$ cat config.mk
export PLATFORM = sky130hd
export DESIGN_NAME = uart_can_frame_deframer_unit
export DESIGN_NICKNAME = d
export VERILOG_FILES = /design/src/sv/ucd_pkg.sv /design/src/sv/ucd_buf.sv /design/src/sv/uart_can_frame_deframer_unit.sv
export SDC_FILE = /design/constraint.sdc
export NUM_CORES = 1
export LEC_CHECK = 0
export BUFFER_PORTS_ARGS = -buffer_cell sky130_fd_sc_hd__buf_2
export CORE_ASPECT_RATIO = 0.5
export CORE_MARGIN = 2
export CORE_UTILIZATION = 35
export DETAILED_ROUTE_END_ITERATION = 16
export SYNTH_ARGS = -nofsm -noshare
export SYNTH_HDL_FRONTEND = slang
export SYNTH_SLANG_ARGS = --single-unit
$ cat constraint.sdc
create_clock -name clk -period 8.4 [get_ports clk]
set_input_delay 0 -clock clk [delete_from_list [all_inputs] [get_ports clk]]
set_output_delay 0 -clock clk [all_outputs]
set_load 0.02 [all_outputs]
$ cat src/sv/ucd_pkg.sv
package ucd_pkg;

	localparam int MAX_PAYLOAD = 8;
	localparam int HDR_LEN     = 4;
	localparam int BYTE_W      = 8;
	localparam int ID_W        = 11;
	localparam int LEN_W       = 4;
	localparam int PAYLOAD_W   = 64;
	// wide enough for the deepest buffer (header plus eight data bytes)
	localparam int OP_CNT_W    = 4;

	localparam logic [BYTE_W-1:0] MARKER_RESET = 8'hAA;

	typedef enum logic [1:0] {
		ST_IDLE = 2'b01,
		ST_SCAN = 2'b10
	} state_t;

	typedef struct packed {
		logic                shift_en;
		logic [OP_CNT_W-1:0] shift_amt;
		logic                wr_en;
		logic [OP_CNT_W-1:0] wr_idx;
		logic [BYTE_W-1:0]   wr_data;
	} buf_op_t;

endpackage

$ cat src/sv/ucd_buf.sv
module ucd_buf #(
	parameter int Depth = ucd_pkg::HDR_LEN + ucd_pkg::MAX_PAYLOAD
) (
	input  logic                                    clk,
	input  ucd_pkg::buf_op_t                        op,
	output logic [Depth-1:0][ucd_pkg::BYTE_W-1:0]   entries
);

	localparam int IdxW = (Depth > 1) ? $clog2(Depth) : 1;

	logic [ucd_pkg::BYTE_W-1:0] mem_q [Depth];
	logic [ucd_pkg::BYTE_W-1:0] nxt   [Depth];

	// front-drop shifter, then single-entry write
	always_comb begin
		int src;
		for (int i = 0; i < Depth; i++) begin
			src = i + int'(op.shift_amt);
			nxt[i] = mem_q[i];
			if (op.shift_en && src < Depth) begin
				nxt[i] = mem_q[IdxW'(src)];
			end
			if (op.wr_en && op.wr_idx == (ucd_pkg::OP_CNT_W)'(i)) begin
				nxt[i] = op.wr_data;
			end
		end
	end

	always_ff @(posedge clk) begin
		for (int i = 0; i < Depth; i++) begin
			mem_q[i] <= nxt[i];
		end
	end

	always_comb begin
		for (int i = 0; i < Depth; i++) begin
			entries[i] = mem_q[i];
		end
	end

endmodule

$ cat src/sv/uart_can_frame_deframer_unit.sv
// Flow: a beat is accepted while idle; the scanner then drops bad leading bytes one at a
// time (at most 1 + MaxPayload per beat) and looks for a frame; a frame lands in the output
// register at the end of the cycle that finds it, or waits while the previous frame is unread.
// in_ready is high only while idle, so a new byte is not taken until the scan is done, and
// an unread output frame holds the scan. Reset: arst_n clears state, byte count, output
// valid; start marker returns to 0xAA. The byte buffer is not reset.
module uart_can_frame_deframer_unit #(
	parameter int MaxPayload = ucd_pkg::MAX_PAYLOAD
) (
	input  logic                           clk,
	input  logic                           arst_n,
	input  logic                           cfg_wr_en,
	input  logic [ucd_pkg::BYTE_W-1:0]     cfg_wr_data,
	input  logic                           in_valid,
	output logic                           in_ready,
	input  logic [ucd_pkg::BYTE_W-1:0]     rx_byte,
	output logic                           out_valid,
	input  logic                           out_ready,
	output logic [ucd_pkg::ID_W-1:0]       frame_id,
	output logic [ucd_pkg::LEN_W-1:0]      frame_length,
	output logic [ucd_pkg::PAYLOAD_W-1:0]  frame_payload
);

	localparam int Depth = ucd_pkg::HDR_LEN + MaxPayload;
	localparam int CntW  = $clog2(Depth + 1);
	localparam int FlW   = ucd_pkg::BYTE_W + 1;

	ucd_pkg::state_t                      state_q;
	logic [CntW-1:0]                      count_q;
	logic [ucd_pkg::BYTE_W-1:0]           marker_q;
	logic                                 produced_q;
	logic                                 out_valid_q;
	logic [ucd_pkg::ID_W-1:0]             id_q;
	logic [ucd_pkg::LEN_W-1:0]            len_q;
	logic [ucd_pkg::PAYLOAD_W-1:0]        payload_q;

	logic [Depth-1:0][ucd_pkg::BYTE_W-1:0] entries;
	ucd_pkg::buf_op_t                     op;

	logic                                 full;
	logic                                 hdr_ok;
	logic                                 bad;
	logic [FlW-1:0]                       flen;
	logic                                 incomplete;
	logic                                 complete;
	logic                                 stall;
	logic                                 emit;
	logic [ucd_pkg::PAYLOAD_W-1:0]        payload_d;

	ucd_buf #(.Depth(Depth)) u_buf (
		.clk     (clk),
		.op      (op),
		.entries (entries)
	);

	assign full       = (count_q == CntW'(Depth));
	assign hdr_ok     = (count_q >= CntW'(ucd_pkg::HDR_LEN));
	assign bad        = (entries[0] != marker_q) ||
	                    (entries[3] > ucd_pkg::BYTE_W'(MaxPayload));
	assign flen       = FlW'(ucd_pkg::HDR_LEN) + FlW'(entries[3]);
	assign incomplete = (FlW'(count_q) < flen);
	assign complete   = (state_q == ucd_pkg::ST_SCAN) && hdr_ok && !bad && !incomplete;
	assign stall      = complete && !produced_q && out_valid_q && !out_ready;
	assign emit       = complete && !produced_q && !stall;

	assign in_ready      = (state_q == ucd_pkg::ST_IDLE);
	assign out_valid     = out_valid_q;
	assign frame_id      = id_q;
	assign frame_length  = len_q;
	assign frame_payload = payload_q;

	always_comb begin
		payload_d = '0;
		for (int k = 0; k < MaxPayload; k++) begin
			if (ucd_pkg::BYTE_W'(k) < entries[3]) begin
				payload_d[k*ucd_pkg::BYTE_W +: ucd_pkg::BYTE_W] = entries[ucd_pkg::HDR_LEN + k];
			end
		end
	end

	always_comb begin
		op = '0;
		unique case (state_q)
			ucd_pkg::ST_IDLE: begin
				if (in_valid) begin
					op.wr_en     = 1'b1;
					op.wr_data   = rx_byte;
					op.shift_en  = full;
					op.shift_amt = ucd_pkg::OP_CNT_W'(1);
					op.wr_idx    = full ? ucd_pkg::OP_CNT_W'(Depth - 1)
					                    : ucd_pkg::OP_CNT_W'(count_q);
				end
			end
			ucd_pkg::ST_SCAN: begin
				if (hdr_ok && bad) begin
					op.shift_en  = 1'b1;
					op.shift_amt = ucd_pkg::OP_CNT_W'(1);
				end else if (complete && !stall) begin
					op.shift_en  = 1'b1;
					op.shift_amt = ucd_pkg::OP_CNT_W'(flen);
				end
			end
			default: op = '0;
		endcase
	end

	always_ff @(posedge clk or negedge arst_n) begin
		if (!arst_n) begin
			state_q     <= ucd_pkg::ST_IDLE;
			count_q     <= '0;
			marker_q    <= ucd_pkg::MARKER_RESET;
			produced_q  <= 1'b0;
			out_valid_q <= 1'b0;
		end else begin
			if (cfg_wr_en) begin
				marker_q <= cfg_wr_data;
			end
			if (out_valid_q && out_ready) begin
				out_valid_q <= 1'b0;
			end
			if (emit) begin
				out_valid_q <= 1'b1;
			end
			unique case (state_q)
				ucd_pkg::ST_IDLE: begin
					if (in_valid) begin
						if (!full) begin
							count_q <= count_q + CntW'(1);
						end
						produced_q <= 1'b0;
						state_q    <= ucd_pkg::ST_SCAN;
					end
				end
				ucd_pkg::ST_SCAN: begin
					priority if (!hdr_ok) begin
						state_q <= ucd_pkg::ST_IDLE;
					end else if (bad) begin
						count_q <= count_q - CntW'(1);
					end else if (incomplete) begin
						state_q <= ucd_pkg::ST_IDLE;
					end else if (stall) begin
						// output register busy
						count_q <= count_q;
					end else begin
						count_q    <= count_q - CntW'(flen);
						produced_q <= 1'b1;
					end
				end
				default: state_q <= ucd_pkg::ST_IDLE;
			endcase
		end
	end

	always_ff @(posedge clk) begin
		if (emit) begin
			id_q      <= {entries[1][ucd_pkg::ID_W-ucd_pkg::BYTE_W-1:0], entries[2]};
			len_q     <= entries[3][ucd_pkg::LEN_W-1:0];
			payload_q <= payload_d;
		end
	end

`ifndef SYNTHESIS
	a_idle_not_full: assert property (@(posedge clk) disable iff (!arst_n)
		(state_q == ucd_pkg::ST_IDLE) |-> (count_q < CntW'(Depth)))
		else $error("buffer full while idle");

	a_emit_from_scan: assert property (@(posedge clk) disable iff (!arst_n)
		$rose(out_valid_q) |-> $past(state_q == ucd_pkg::ST_SCAN))
		else $error("frame raised outside scan");

	a_len_range: assert property (@(posedge clk) disable iff (!arst_n)
		out_valid_q |-> (len_q <= ucd_pkg::LEN_W'(MaxPayload)))
		else $error("frame length out of range");

	a_one_per_byte: assert property (@(posedge clk) disable iff (!arst_n)
		(emit && state_q == ucd_pkg::ST_SCAN) |=> !emit)
		else $error("second frame from one byte");
`endif

endmodule

==> results, run 1 <==
- The worst endpoint data arrival time is between 6 and 7 ns.
- The number of nets still failing antenna checks after routing is 0.
- TritonCTS created 17 clock buffers.
- between 100 and 150 I/O pins were placed.
- After the first detailed-routing iteration, the DRC count stood at 2172.
- The detailed-route wire length per cell is approximately 32 um.
- Across the routed clock network, the largest skew measured is 0.01678 ns.
- The number of buffers added on ports is 101.
- Adding up every negative setup slack in the final design gives 0 ns.
- IR analysis of the VDD net gives a maximum drop of 0.1952 mV.
- The overall routed net length is 62090 um.
- The vertical die dimension is around 140 um.
- The remaining routing DRC violations is 0.
- The first global-routing pass estimated slightly below 90000 um of wire.
- Counting the fill cells in the layout gives 3880.
- The most used flip-flop cell after synthesis is edfxtp_1.
- The number of warning messages in the yosys log is 0.
- For this run, the number of standard cells in the final layout without fillers is 1928.
- The count of vias placed by the detailed router is 12500.
- The per-cell via count in the routed design is about 6.5.
- The clock transition at the registers of the reported paths is 0.09 ns.
- The static leakage is 5.665 nW.
- The maximum fanout along the worst path is 15.
- The net total in the final layout is 1429.
- The final hold slack is around 0.057 ns.
- TritonCTS built the clock tree.
- The maximum count of clock buffers along a single path is 2.
- The placer's final routability congestion estimate is 1.097.
- The startpoint identified for the worst hold timing path is rx_byte[6].
- Of the available clock period, the critical path in the final layout requires 76.45%.
- The number of placement rows is between 50 and 60.
- The netlist area before placement is 13760 um^2.
- The most critical setup path has its endpoint at u_buf.mem_q[7][3]$_DFFE_PP_.
- The normalized max-slew margin is 8.634%.
- The tool flagged a number of max-cap violations equal to 0.
- The worst register-to-register path has a setup slack of around 2.0 ns.
- The launching instance or port of the critical path is u_buf.mem_q[3][2]$_DFFE_PP_.
- The final max-slew violation count is 0.
- Dividing total power by cell area gives a power density of 310.1 nW/um^2.
- The worst setup path is launched from a flop.
- The critical path data required time is roughly 8.5 ns.
- The number of nets handed over by synthesis was 1351.
- The half-perimeter wire length after placement is 47010 um.
- The distinct cell type count of the synthesized netlist is 76.
- Once layout is done, the placed cells without fillers occupy approximately 16000 um^2.
- The time the final worst path needs with I/O delays and setup is 6.422 ns.
- The initial standard-cell utilization of the core is 35.47%.
- The number of failing setup endpoints in the final timing report is 0.
- The hold violation total from the final report is 0.
- The pin count of the biggest net entering global routing is 67.
- The worst setup path is of the reg2reg kind.
- Summed over all layers, the global routing overflow is 0.
- In this run, post-CTS hold repair placed 20 buffers.
- The number of iterations in the first detailed-routing pass is 6.
- The count of H-tree levels built during CTS is 4.
- The min-delay analysis places its worst path in the category in2reg.
- Sequential cells were found to cover 41.15% of the synthesized design area.
- Setup repair after global routing left no endpoint under its margin.
- In this run, placement finished with an instance count of 1875.
- In this run the standard cell core region covers just under 40000 um^2.
- The cell area reported after detailed placement is 14710 um^2.
- The number of setup buffers added after CTS is 0.
- The count of mapped cells out of synthesis is 1306.
- The startpoint identified for the worst register-to-register timing path is u_buf.mem_q[3][2]$_DFFE_PP_.
- The achievable frequency is 155.7 MHz.
- The worst setup path is captured at a flop.
- After synthesis, the share of flip-flops with an asynchronous set or reset is 8.377%.
- In the global route stage, overall resource usage came out at between 30 and 40%.
- Measured in cells, the most critical reg-to-reg path has a length of 16.
- For the pin with the worst max-slew slack, the measured transition is 1.361 ns.
- A synthesized cell averages 10.54 um^2.
- The number of global-route vias before repair is 11440.
- The number of antenna violations at the first check in global routing came to 1.
- The die width is 284.4 um.
- The flow ran to the end, and the final reports show no timing, DRC or antenna violations.
- Clock latency on the worst-skew pair, taken at its later pin, is 0.47 ns.
- The die covers 41010 um^2.
- The cell at the root of the clock tree is clkbuf_16.
- From synthesis to final layout, the design area changed by 12.81%.
- The endpoint identified for the worst register-to-register timing path is u_buf.mem_q[7][3]$_DFFE_PP_.
- The completed layout was analyzed and its total power is 4.814 mW.
- The count of flip-flops with a built-in enable after synthesis is 175.
- Counting flops and latches in the post-synthesis netlist gives 191.
- The clock net sink count is 191.
- The fraction of layout instances using a drive strength above 1 is about 20%.
- The total of cells resized after clock tree synthesis is 0.
==> worst max-delay path: stages, from the launching register on <==
cell,delay [ns]
edfxtp_1,0.63
inv_1,0.15
ha_1,0.36
inv_1,0.10
ha_1,0.28
nor2_1,0.04
nor4_1,0.55
nand2_1,0.23
nor4_1,0.74
inv_1,0.32
ha_1,0.34
nor2b_1,0.14
nand4_1,0.09
mux2i_1,0.14
nor2_1,0.94
o221ai_1,0.21
o21ai_1,0.76
==> metrics by stage <==
step	utilization [%]	setup WS (ns)
floorplan	-	0.4014
global placement	37.91	2.208
detailed placement	37.91	1.796
CTS	40.00	1.726
global route	40.00	1.665
finish	40.01	1.978
==> cell type report <==
class	count	area (um^2)	share of cell area, %
Antenna cell	1	2.502	0.01612
Tap cell	530	663.1	4.272
Inverter	27	102.6	0.6610
Clock inverter	15	187.7	1.209
Sequential cell	191	5662	36.47
Multi-Input combinational cell	1004	7609	49.02
Clock buffer	17	425.4	2.741
Timing Repair Buffer	143	870.8	5.610
==> sequential cells by signal, indices dropped and copies added, names as in the netlist <==
| name | cells |
|---|---|
| u_buf.mem_q | 96 |
| frame_payload | 64 |
| frame_id | 11 |
| marker_q | 8 |
| count_q | 4 |
| frame_length | 4 |
| state_q | 2 |
| out_valid | 1 |
| produced_q | 1 |
==> cells in the mapped netlist, drive strengths merged (12+ instances only) <==
cell,count,share of area [%]
a211oi,41,2.2
a21oi,76,2.8
and3,14,0.64
mux2,57,4.7
and2,64,2.9
a31oi,23,1.0
buf,40,1.9
nand2,127,3.5
o22ai,30,1.4
mux2i,148,11
clkbuf,44,1.2
o21ai,73,2.7
inv,26,0.71
nor3,21,0.85
xnor2,12,0.76
ha,23,2.1
nor2,74,2.0
a22oi,13,0.71
nor2b,21,0.95
mux4,39,6.4
edfxtp,175,38
o31ai,15,0.82
==> layout by cell type (no fill, tap or decap), types with 5 or more instances in the layout <==
cell type	count
and2_1	63
xnor2_1	12
o221ai_1	11
nand4_1	10
o2bb2ai_1	5
mux4_2	39
xor2_1	5
clkbuf_16	17
ha_1	22
edfxtp_1	175
mux2_2	56
nand2_1	127
o21ai_1	8
nor4_1	6
a221oi_1	5
nor2_1	73
dfstp_2	5
o31ai_1	15
a21boi_0	6
nor2b_1	21
dlygate4sd3_1	20
and3_1	13
dfrtp_1	11
a21o_1	7
a211oi_1	41
a22oi_1	13
o22ai_1	30
mux2i_1	147
o211ai_1	5
buf_2	101
a22o_1	8
clkinv_8	6
o21ai_0	64
a31oi_1	23
buf_4	22
inv_1	24
nand3_1	10
a21oi_1	74
nor3_1	19
==> worst min-delay path by stage <==
stage                                       end  slack (ns)  cells past startpoint
floorplan                count_q[0]$_DFFE_PN0P_       -0.30                      0
global placement        marker_q[6]$_DFFE_PN0P_       -0.06                      1
detailed placement      marker_q[6]$_DFFE_PN0P_       -0.06                      1
CTS                 u_buf.mem_q[4][5]$_DFFE_PP_        0.01                      3
global route        u_buf.mem_q[3][6]$_DFFE_PP_        0.06                      3
finish              u_buf.mem_q[2][6]$_DFFE_PP_        0.06                      3
==> per-layer routing <==
layer  vias up  share of wire [%]  global-route usage, %
met5         -                  0                      0
met4         0                5.1                  14.29
met3       174                 15                  11.26
met2      1012                 39                  41.16
met1      6117                 41                  41.96
li1       5193                  -                      -
==> cells by family (layout without fill, tap and decap cells) <==
kind of cell / count (synthesis) / after routing / synth area share (%)
adder cells (fa/ha/maj): 24 / 24 / 2.237
AO/OA/AOI/OAI: 344 / 344 / 16.24
flip-flops: 191 / 191 / 41.15
multiplexers: 244 / 244 / 21.84
XOR/XNOR: 17 / 17 / 1.082
AND/OR/NAND/NOR: 375 / 375 / 13.66
other: 0 / 1 / 0
buffers and inverters: 111 / 202 / 3.792
==> report_power, final <==
part	total (mW)	switching, mW	internal, mW	leakage [nW]
clock	0.866	0.460	0.406	0.293
combinational	2.43	1.53	0.908	3.61
sequential	1.51	0.250	1.26	1.76
total	4.81	2.23	2.58	5.66
Note: power is estimated with default switching activity, not from simulation.
==> run 2: changes to the inputs <==
- ABC_AREA: default -> 1
- clock period: 8.4 -> 6.5 ns (I/O delays scaled with it)
==> run 2 against run 1 <==
  * Sequential cell count did not move
  * Register-to-register slack got worse by 1.1 ns
  * Global-route usage rose by 2.7 points
  * Synthesized area rose by 2.0%
  * Synthesized cell count rose by 59%
  * Combinational power rose by 62%
  * Worst hold slack got worse by 0.022 ns
  * Routed wire length rose by 12%
  * Largest power group unchanged
  * Highest routed layer is now met5
==> results, run 2 <==
- The count of nets left with antenna violations once routing finished came out at 0.
- The per-instance average area after synthesis is around 6.7 um^2.
- The half-perimeter wire length after placement is around 54000 um.
- The fill cell total of the finished layout is 4266.
- In the layout the commonest cells are nand2_1 (667), nand3_1 (490), nor2_1 (244), inv_1 (191), edfxtp_1 (175).
- The cell count after synthesis came out at 2081.
- Counting instances, the worst hold path has a depth of 3.
- The number of warning messages in the yosys log is 0.
- In the synthesized netlist the async set-or-reset flop fraction comes to 8.377%.
- Entering global routing, the biggest net connects 80 pins.
- For this run, the total global-route usage over all layers was measured as 32.91%.
- The number of gates on the worst path with buffers counted is 19.
- The worst setup path is captured at a flop.
- The delay of the slowest cell on the worst path is 0.74 ns.
- Measured on the finished design, the core utilization comes to slightly above 40%.
- The net total in the final layout is 2212.
- For this design the static power due to leakage is 7.635 nW.
- STA puts the critical path data arrival time at 5.76 ns.
- The placer's final routability congestion estimate is roughly 1.0.
- The logic depth of the worst register-to-register path is 19.
- Among all flip-flop cells after synthesis, the most frequent one is edfxtp_1.
- Of the cells placed in the final design, the portion with a size suffix greater than 1 is approximately a tenth.
- The final max-slew violation count is 0.
- The clock passes through at most 2 buffers.
- The worst vdd rail ir drop is 0.2298 mV.
- From synthesis to final layout, the design area changed by 13.07%.
- The simple logic cell fraction of the synthesized area is 43.68%.
- The cell count after placement is 2646.
- For this run, the top clock speed supported by timing is 176.9 MHz.
- Setup repair after global routing left no endpoint under its margin.
- The detailed-route wire length per cell is 25.69 um.
- The final instance area is between 15000 and 20000 um^2.
- The remaining global-route overflow is 0.
- The commonest cells after synthesis are nand2_1 (667), nand3_1 (490), nor2_1 (246).
- In this run the worst path has a maximum fanout of 27.
- Of the available clock period, the critical path in the final layout requires 86.97%.
- The clock arrives with between 0.01 and 0.015 ns of skew.
- Once placement finished, the instance area stood at 14970 um^2.
- The family with the most delay on the worst path is simple AND/OR/NAND/NOR gates.
- The share of synthesized cell area in full adder, half adder and majority cells is under 10%.
- The number of buffers inserted for hold repair after clock tree synthesis is 32.
- The overall routed net length is 69620 um.
- The repair_antennas step left the layout with diodes totalling 0.
- The register with the most flip-flops in the layout has 96 of them.
- Counting the buffers created by CTS gives 17.
- Pin placement for this block handled 102 I/O pins.
- The most frequent cell after synthesis is nand2_1.
- The die covers 41800 um^2.
- The initial standard-cell utilization of the core is between 30% and 40%.
- The distinct cell type count of the synthesized netlist is 42.
- The number of failing setup endpoints in the final timing report is 0.
- Once the clock tree was built, the setup fixing pass inserted 0 buffers.
- The number of buffers added on ports is 101.
- More flip-flops sit in one register than any other, and that register is u_buf.mem_q.
- The synthesized netlist occupies a cell area of around 14000 um^2.
- The cell sitting at the root of the clock tree is a clkbuf_16.
- The fraction of the mapped netlist area in compound gates is under 10%.
- After synthesis, the largest family of logic cells by area is simple AND/OR/NAND/NOR gates.
- The remaining routing DRC violations is 0.
- The wire length of the first global-routing pass is just under 100000 um.
- By startpoint and endpoint, the worst setup path is classified as reg2reg.
- The core footprint is approximately 40000 um^2.
- Of the post-synthesis cell area, the part taken by muxes is 0%.
- The clock net in this run drives a total of 191 sinks.
- For this design the ratio of total power to cell area is 429.3 nW/um^2.
- The number of iterations in the first detailed-routing pass is 6.
- The count of flip-flops with a built-in enable after synthesis is 175.
- The number of global-route vias before repair is approximately 14000.
- The cell repeated most along the worst path is nand2_1.
- The count of H-tree levels built during CTS is 4.
- Summing all multi-input logic gate instances after layout gives ~7100 um^2.
- At the pin with the least slew margin, the transition time is between 1 and 1.5 ns.
- The count of vias placed by the detailed router is 15510.
- Final hold analysis gives a worst-case slack of 0.03531 ns.
- From bottom edge to top edge, the die measures 145.6 um.
- The sum of negative setup slack is 0 ns.
- By area the synthesized netlist is led by edfxtp_1 (37%), nand2_1 (18%), nand3_1 (17%).
- The xor/xnor cell area share of the yosys netlist is less than 1%.
- Summed over its instances, the top area cell type makes up between 30% and 40% of the synthesized netlist area.
- The register bit count reported by yosys is between 150 and 200.
- The post-synth net total is 2126.
- The insertion delay to the later sink of the worst-skew pair is 0.48 ns.
- The library cell used most frequently in the layout, excluding fill and tap cells, is nand2_1.
- Post-CTS repair changed the size of 0 cells.
- The startpoint class of the critical path is a flop.
- TritonCTS built the clock tree.
- Max-cap violations in this run came to 0.
- In this run, the number of DRC markers left after iteration 0 of detailed routing was 2725.
- The largest individual stage delay along the critical path comes from the cell o21ai_1.
- The type of the worst min-delay path is in2reg.
- The combined flip-flop and latch cell area is 5662 um^2.
- The sequential area share after synthesis is 40.35%.
- In this run the core area contains 51 standard-cell rows.
- The signal on the critical path passes through clkinv_1, ha_1, nand2_1, inv_1, nand2_1, nand2_1, nand2_1, nand2_1, nand2_1, nor3_2, o21ai_1, nor2_1, ha_1, nand2_1, nand2_1, inv_2, nand2_1, o21ai_0, o21ai_1.
- The cell taking the most area after synthesis is edfxtp_1.
- The time the final worst path needs with I/O delays and setup is around 5.7 ns.
- The hold violation total from the final report is 0.
- The flow ran to the end, and the final reports show no timing, DRC or antenna violations.
- After detailed routing, the number of vias per cell comes to ~5.7.
- The critical path data required time is 6.61 ns.
- The number of antenna violations at the first check in global routing is 1.
- The die width is 287.1 um.
- The normalized max-slew margin is 12.32%.
- After the flow finishes, the layout carries non-filler instances totaling 2710.
- The critical path contains buffers and inverters numbering 3 combined.
- The clock transition at the registers of the reported paths is 0.08 ns.
==> run 2: changes by cell type after synthesis, moves of 41 or more <==
| cell | delta |
|---|---|
| mux2_2 | -56 |
| inv_1 | +168 |
| nor2_1 | +172 |
| mux2i_1 | -148 |
| nand2_1 | +540 |
| and2_1 | -63 |
| a211oi_1 | -41 |
| nand3_1 | +480 |
==> run 2: routing by layer <==
metal	wire length, um	vias to the layer above	GRT usage, %	share of wire (%)
li1	-	6969	-	-
met1	31380	7332	51.01	45
met2	25650	1097	40.72	37
met3	10470	107	12.65	15
met4	2037	4	9.193	2.9
met5	85	-	1.250	0.12
==> run 2: power breakdown <==
| part | leakage (nW) | switching (mW) | internal, mW | total, mW |
|---|---|---|---|---|
| clock network | 0.274 | 0.569 | 0.510 | 1.08 |
| registers | 1.77 | 0.135 | 1.65 | 1.79 |
| logic | 5.59 | 2.99 | 0.955 | 3.94 |
==> run 2: kinds of logic (layout without fill, tap and decap cells) <==
kind of cell               count (synthesis)  in the layout
buffers and inverters                    309            408
xor gates and xnor gates                   4              4
AOI/OAI and AO/OA                        118            118
and+or+nand+nor                         1435           1435
adders and majority gates                 24             24
DFF                                      191            191
==> run 2: final cells by class <==
cell class / instances / area share (%)
Timing Repair Buffer: 159 / 6.436
Sequential cell: 191 / 35.69
Clock buffer: 17 / 2.682
Tap cell: 530 / 4.180
Clock inverter: 15 / 0.9228
Inverter: 217 / 5.134
Multi-Input combinational cell: 1581 / 44.96
==> run 2: path summary, 6_finish.rpt <==
path / start / slack [ns] / endpoint
max in group asynchronous: arst_n / 5.42 / count_q[0]$_DFFE_PN0P_
setup reg to reg: u_buf.mem_q[3][1]$_DFFE_PP_ / 0.85 / u_buf.mem_q[1][6]$_DFFE_PP_
setup / recovery: u_buf.mem_q[3][1]$_DFFE_PP_ / 0.85 / u_buf.mem_q[1][6]$_DFFE_PP_
min in group asynchronous: arst_n / 0.07 / marker_q[1]$_DFFE_PN1P_
hold reg to reg: u_buf.mem_q[1][1]$_DFFE_PP_ / 0.46 / frame_id[9]$_DFFE_PP_
hold / removal: rx_byte[7] / 0.04 / u_buf.mem_q[0][7]$_DFFE_PP_
==> run 2: metrics by stage <==
stage	setup slack [ns]	power (mW)
after floorplan	0.9796	4.217
after global placement	1.227	5.523
after detailed placement	1.141	5.514
after CTS	1.120	6.600
after global routing	0.6496	7.148
final	0.8472	6.810
==> run 2: worst min-delay path, delay by kind of cell <==
family	cells	cell delay, ns
buffers and inverters	1	0.21
and+or+nand+nor	2	0.14
==> run 3: changes to the inputs <==
- CTS_BUF_LIST: default -> sky130_fd_sc_hd__clkbuf_4 sky130_fd_sc_hd__clkbuf_8
==> run 3 against run 2 <==
  * Power fell by 3.8%
  * Clock power fell by 24%
  * Sequential cell count did not move
  * First-iteration DRC count rose by 0.55%
  * Worst hold slack improved by 0.24 ns
  * Worst setup slack improved by 0.032 ns
  * Utilization fell by 0.36 points
  * Routed wire length barely moved
  * Cell count rose by 0.18%
  * Critical path depth did not move
  * Count of clock-buffer cells in the layout did not move
  * Via count fell by 0.38%
==> results, run 3 (synthesized netlist as in run 2, its figures left out) <==
- The family with the most delay on the worst path is simple AND/OR/NAND/NOR gates.
- The number of antenna violations at the first check in global routing is 1.
- The number of placement rows is around 50.
- The run finished with clean final reports.
- The total of cells resized after clock tree synthesis is 0.
- The placer's final routability congestion estimate is 1.048.
- The final standard cell utilization of the core is 40.13%.
- The number of max-capacitance violations reported is 0.
- The power per unit of standard cell area is 416.6 nW/um^2.
- Ranked by flip-flop count, first place goes to u_buf.mem_q.
- Summed over all layers, the routed wires come to between 60000 and 70000 um.
- The die width is 287.1 um.
- On the final layout, the worst hold slack is 0.2758 ns.
- The per-cell via count in the routed design is 5.691.
- Entering global routing, the biggest net connects 80 pins.
- The number of global-route vias before repair is between 10000 and 15000.
- The actual slew at the worst max-slew pin is 1.361 ns.
- The time the final worst path needs with I/O delays and setup is roughly 5.6 ns.
- The startpoint of the worst-slack reg-to-reg timing path is u_buf.mem_q[3][1]$_DFFE_PP_.
- After clock tree synthesis, the clock-pin slew on the worst setup and hold paths is 0.11 ns.
- Dividing the final minimum period by the clock period gives 86.47%.
- The area of the die is ~42000 um^2.
- The sum of negative setup slack is 0 ns.
- In the final layout, the multi-input gates occupy ~7100 um^2.
- The commonest non-fill, non-tap cell in the layout is nand2_1.
- In the layout the commonest cells are nand2_1 (667), nand3_1 (490), nor2_1 (244), inv_1 (191), edfxtp_1 (175).
- Setup repair after global routing left no endpoint under its margin.
- After detailed routing, the number of remaining DRC violations is 0.
- For this design the total switching power over the nets is 3.660 mW.
- The setup skew after layout is ~0.023 ns.
- The detail route stage leaves a number of antenna-violating nets equal to 0.
- The cell count after placement is 2646.
- The fraction of layout instances using a drive strength above 1 is 9.611%.
- The fill cell total of the finished layout is 4291.
- The total clock buffers created by CTS is 17.
- For this design, the sink count on the clock tree is 191.
- In this design, the stage delay of the slowest critical-path cell is 0.74 ns.
- In this run the vertical extent of the chip is 145.6 um.
- The hold violation total from the final report was 0.
- Global routing used 32.92% of the available tracks across all layers.
- The number of I/O pins is 102.
- Clock latency on the worst-skew pair, taken at its later pin, is 0.56 ns.
- The first global-routing pass estimated 97930 um of wire.
- The switching share of power is 55.87%.
- For the worst setup path, the data arrival time is 5.81 ns.
- The worst setup path is captured at a flop.
- The start point of the worst min-delay path is in_valid.
- The initial standard-cell utilization of the core is 35.81%.
- The path type of the worst setup path is reg2reg.
- The number of iterations in the first detailed-routing pass is 6.
- The total overflow left after global routing is 0.
- The TritonCTS clock tree is built.
- The count of H-tree levels built during CTS is 4.
- 0 antenna diodes ended up in the layout.
- Sequential cells burn a little over a quarter of the power.
- The half-perimeter wire length after placement is 54310 um.
- The detailed-route wire length per cell is between 20 and 30 um.
- The buffer and inverter count on the worst path is 3.
- The flip-flop count of the largest register, all copies and words added is 96.
- The filler-free cell count of the finished design is roughly 2700.
- The combinational share of power is 60.1%.
- In the final design database the tool counted 2217 nets.
- The cell at the root of the clock tree is clkbuf_8.
- The launching instance or port of the critical path is u_buf.mem_q[3][1]$_DFFE_PP_.
- STA puts the critical path data required time at 6.68 ns.
- For this block, the initial DRC count from the detailed router was 2740.
- Relative to the synthesized area, the layout overhead comes to 12.07%.
- The normalized max-slew margin is 8.912%.
- The cell repeated most along the worst path is nand2_1.
- The critical path goes through clkinv_1, ha_1, nand2_1, inv_1, nand2_1, nand2_1, nand2_1, nand2_1, nand2_1, nor3_2, o21ai_1, nor2_1, ha_1, nand2_1, nand2_1, inv_2, nand2_1, o21ai_0, o21ai_1.
- The count of buffers added on input and output ports is about 100.
- The maximum fanout along the worst path is 27.
- The maximum count of clock buffers along a single path is 2.
- The count of vias placed by the detailed router is 15450.
- The combined flip-flop and latch cell area is 5662 um^2.
- The final max-slew violation count is 0.
- Internal power comes to 2.891 mW.
- The slowest stage of the critical path belongs to the cell o21ai_1.
- The startpoint class of the critical path is a flop.
- Setup violations remaining at the end of the flow were counted as 0.
- Timing would allow up to approximately 180 MHz.
- Per report_power, the clock group accounts for 12.6% of the total.
- The type of the worst min-delay path is in2reg.
- VDD sags by at most approximately 0.21 mV.
- The core footprint is roughly 39000 um^2.
- The static leakage is 7.569 nW.
[run 3: cell count changes in the layout (fill, tap and decap cells not counted), sizes merged]
cell,delta
dlygate4sd3,+5
[run 3: through the flow]
stage               setup WS (ns)  cell area (um^2)  power (mW)
floorplan                  0.9796             14030       4.217
global placement            1.227             14970       5.523
detailed placement          1.141             14970       5.514
CTS                         1.112             15720       6.349
global route               0.6436             15720       6.886
finish                     0.8796             15720       6.550
[run 3: area by class of cell]
class / count / share of cell area [%]
inverters: 217 / 5.181
multi-input cells: 1581 / 45.36
clock inverters: 15 / 0.9311
repair buffers: 164 / 6.812
well taps: 530 / 4.218
flip-flops and latches: 191 / 36.01
clock buffers: 17 / 1.488
[run 3: timing repair]
item | CTS | global route
buffers inserted | 0 | 0
endpoints found under the hold margin | 58 | 0
hold buffers | 37 | 0
[run 3: power groups by stage]
stage | registers [mW] | clock network [mW] | logic [mW]
2_1_floorplan | 1.73 | 0 | 2.49
3_3_place_gp | 1.80 | 0 | 3.72
3_5_place_dp | 1.80 | 0 | 3.71
4_1_cts | 1.77 | 0.834 | 3.74
5_1_grt | 1.79 | 0.870 | 4.23
6_report | 1.79 | 0.826 | 3.94
[run 3: worst min-delay path: stages]
cell and delay [ns]:
dlygate4sd3_1 0.52, buf_2 0.16, a32oi_1 0.11
[run 3: metal layers]
layer  part of all wire [%]  global-route usage (%)  up-vias
met4                    2.6                   9.115        2
met5                  0.019                       0        -
li1                       -                       -     6980
met2                     37                   40.98     1006
met3                     15                   12.38      109
met1                     45                   51.14     7353
[run 3: worst paths after layout]
check / to / slack (ns) / cells after the start
max: u_buf.mem_q[1][4]$_DFFE_PP_ / 0.88 / 19
min: produced_q$_DFFE_PN0P_ / 0.28 / 3
max reg2reg: u_buf.mem_q[1][4]$_DFFE_PP_ / 0.88 / 19
min reg2reg: frame_id[9]$_DFFE_PP_ / 0.47 / 0
max in group asynchronous: count_q[0]$_DFFE_PN0P_ / 4.96 / 4
min in group asynchronous: marker_q[1]$_DFFE_PN1P_ / 0.53 / 3
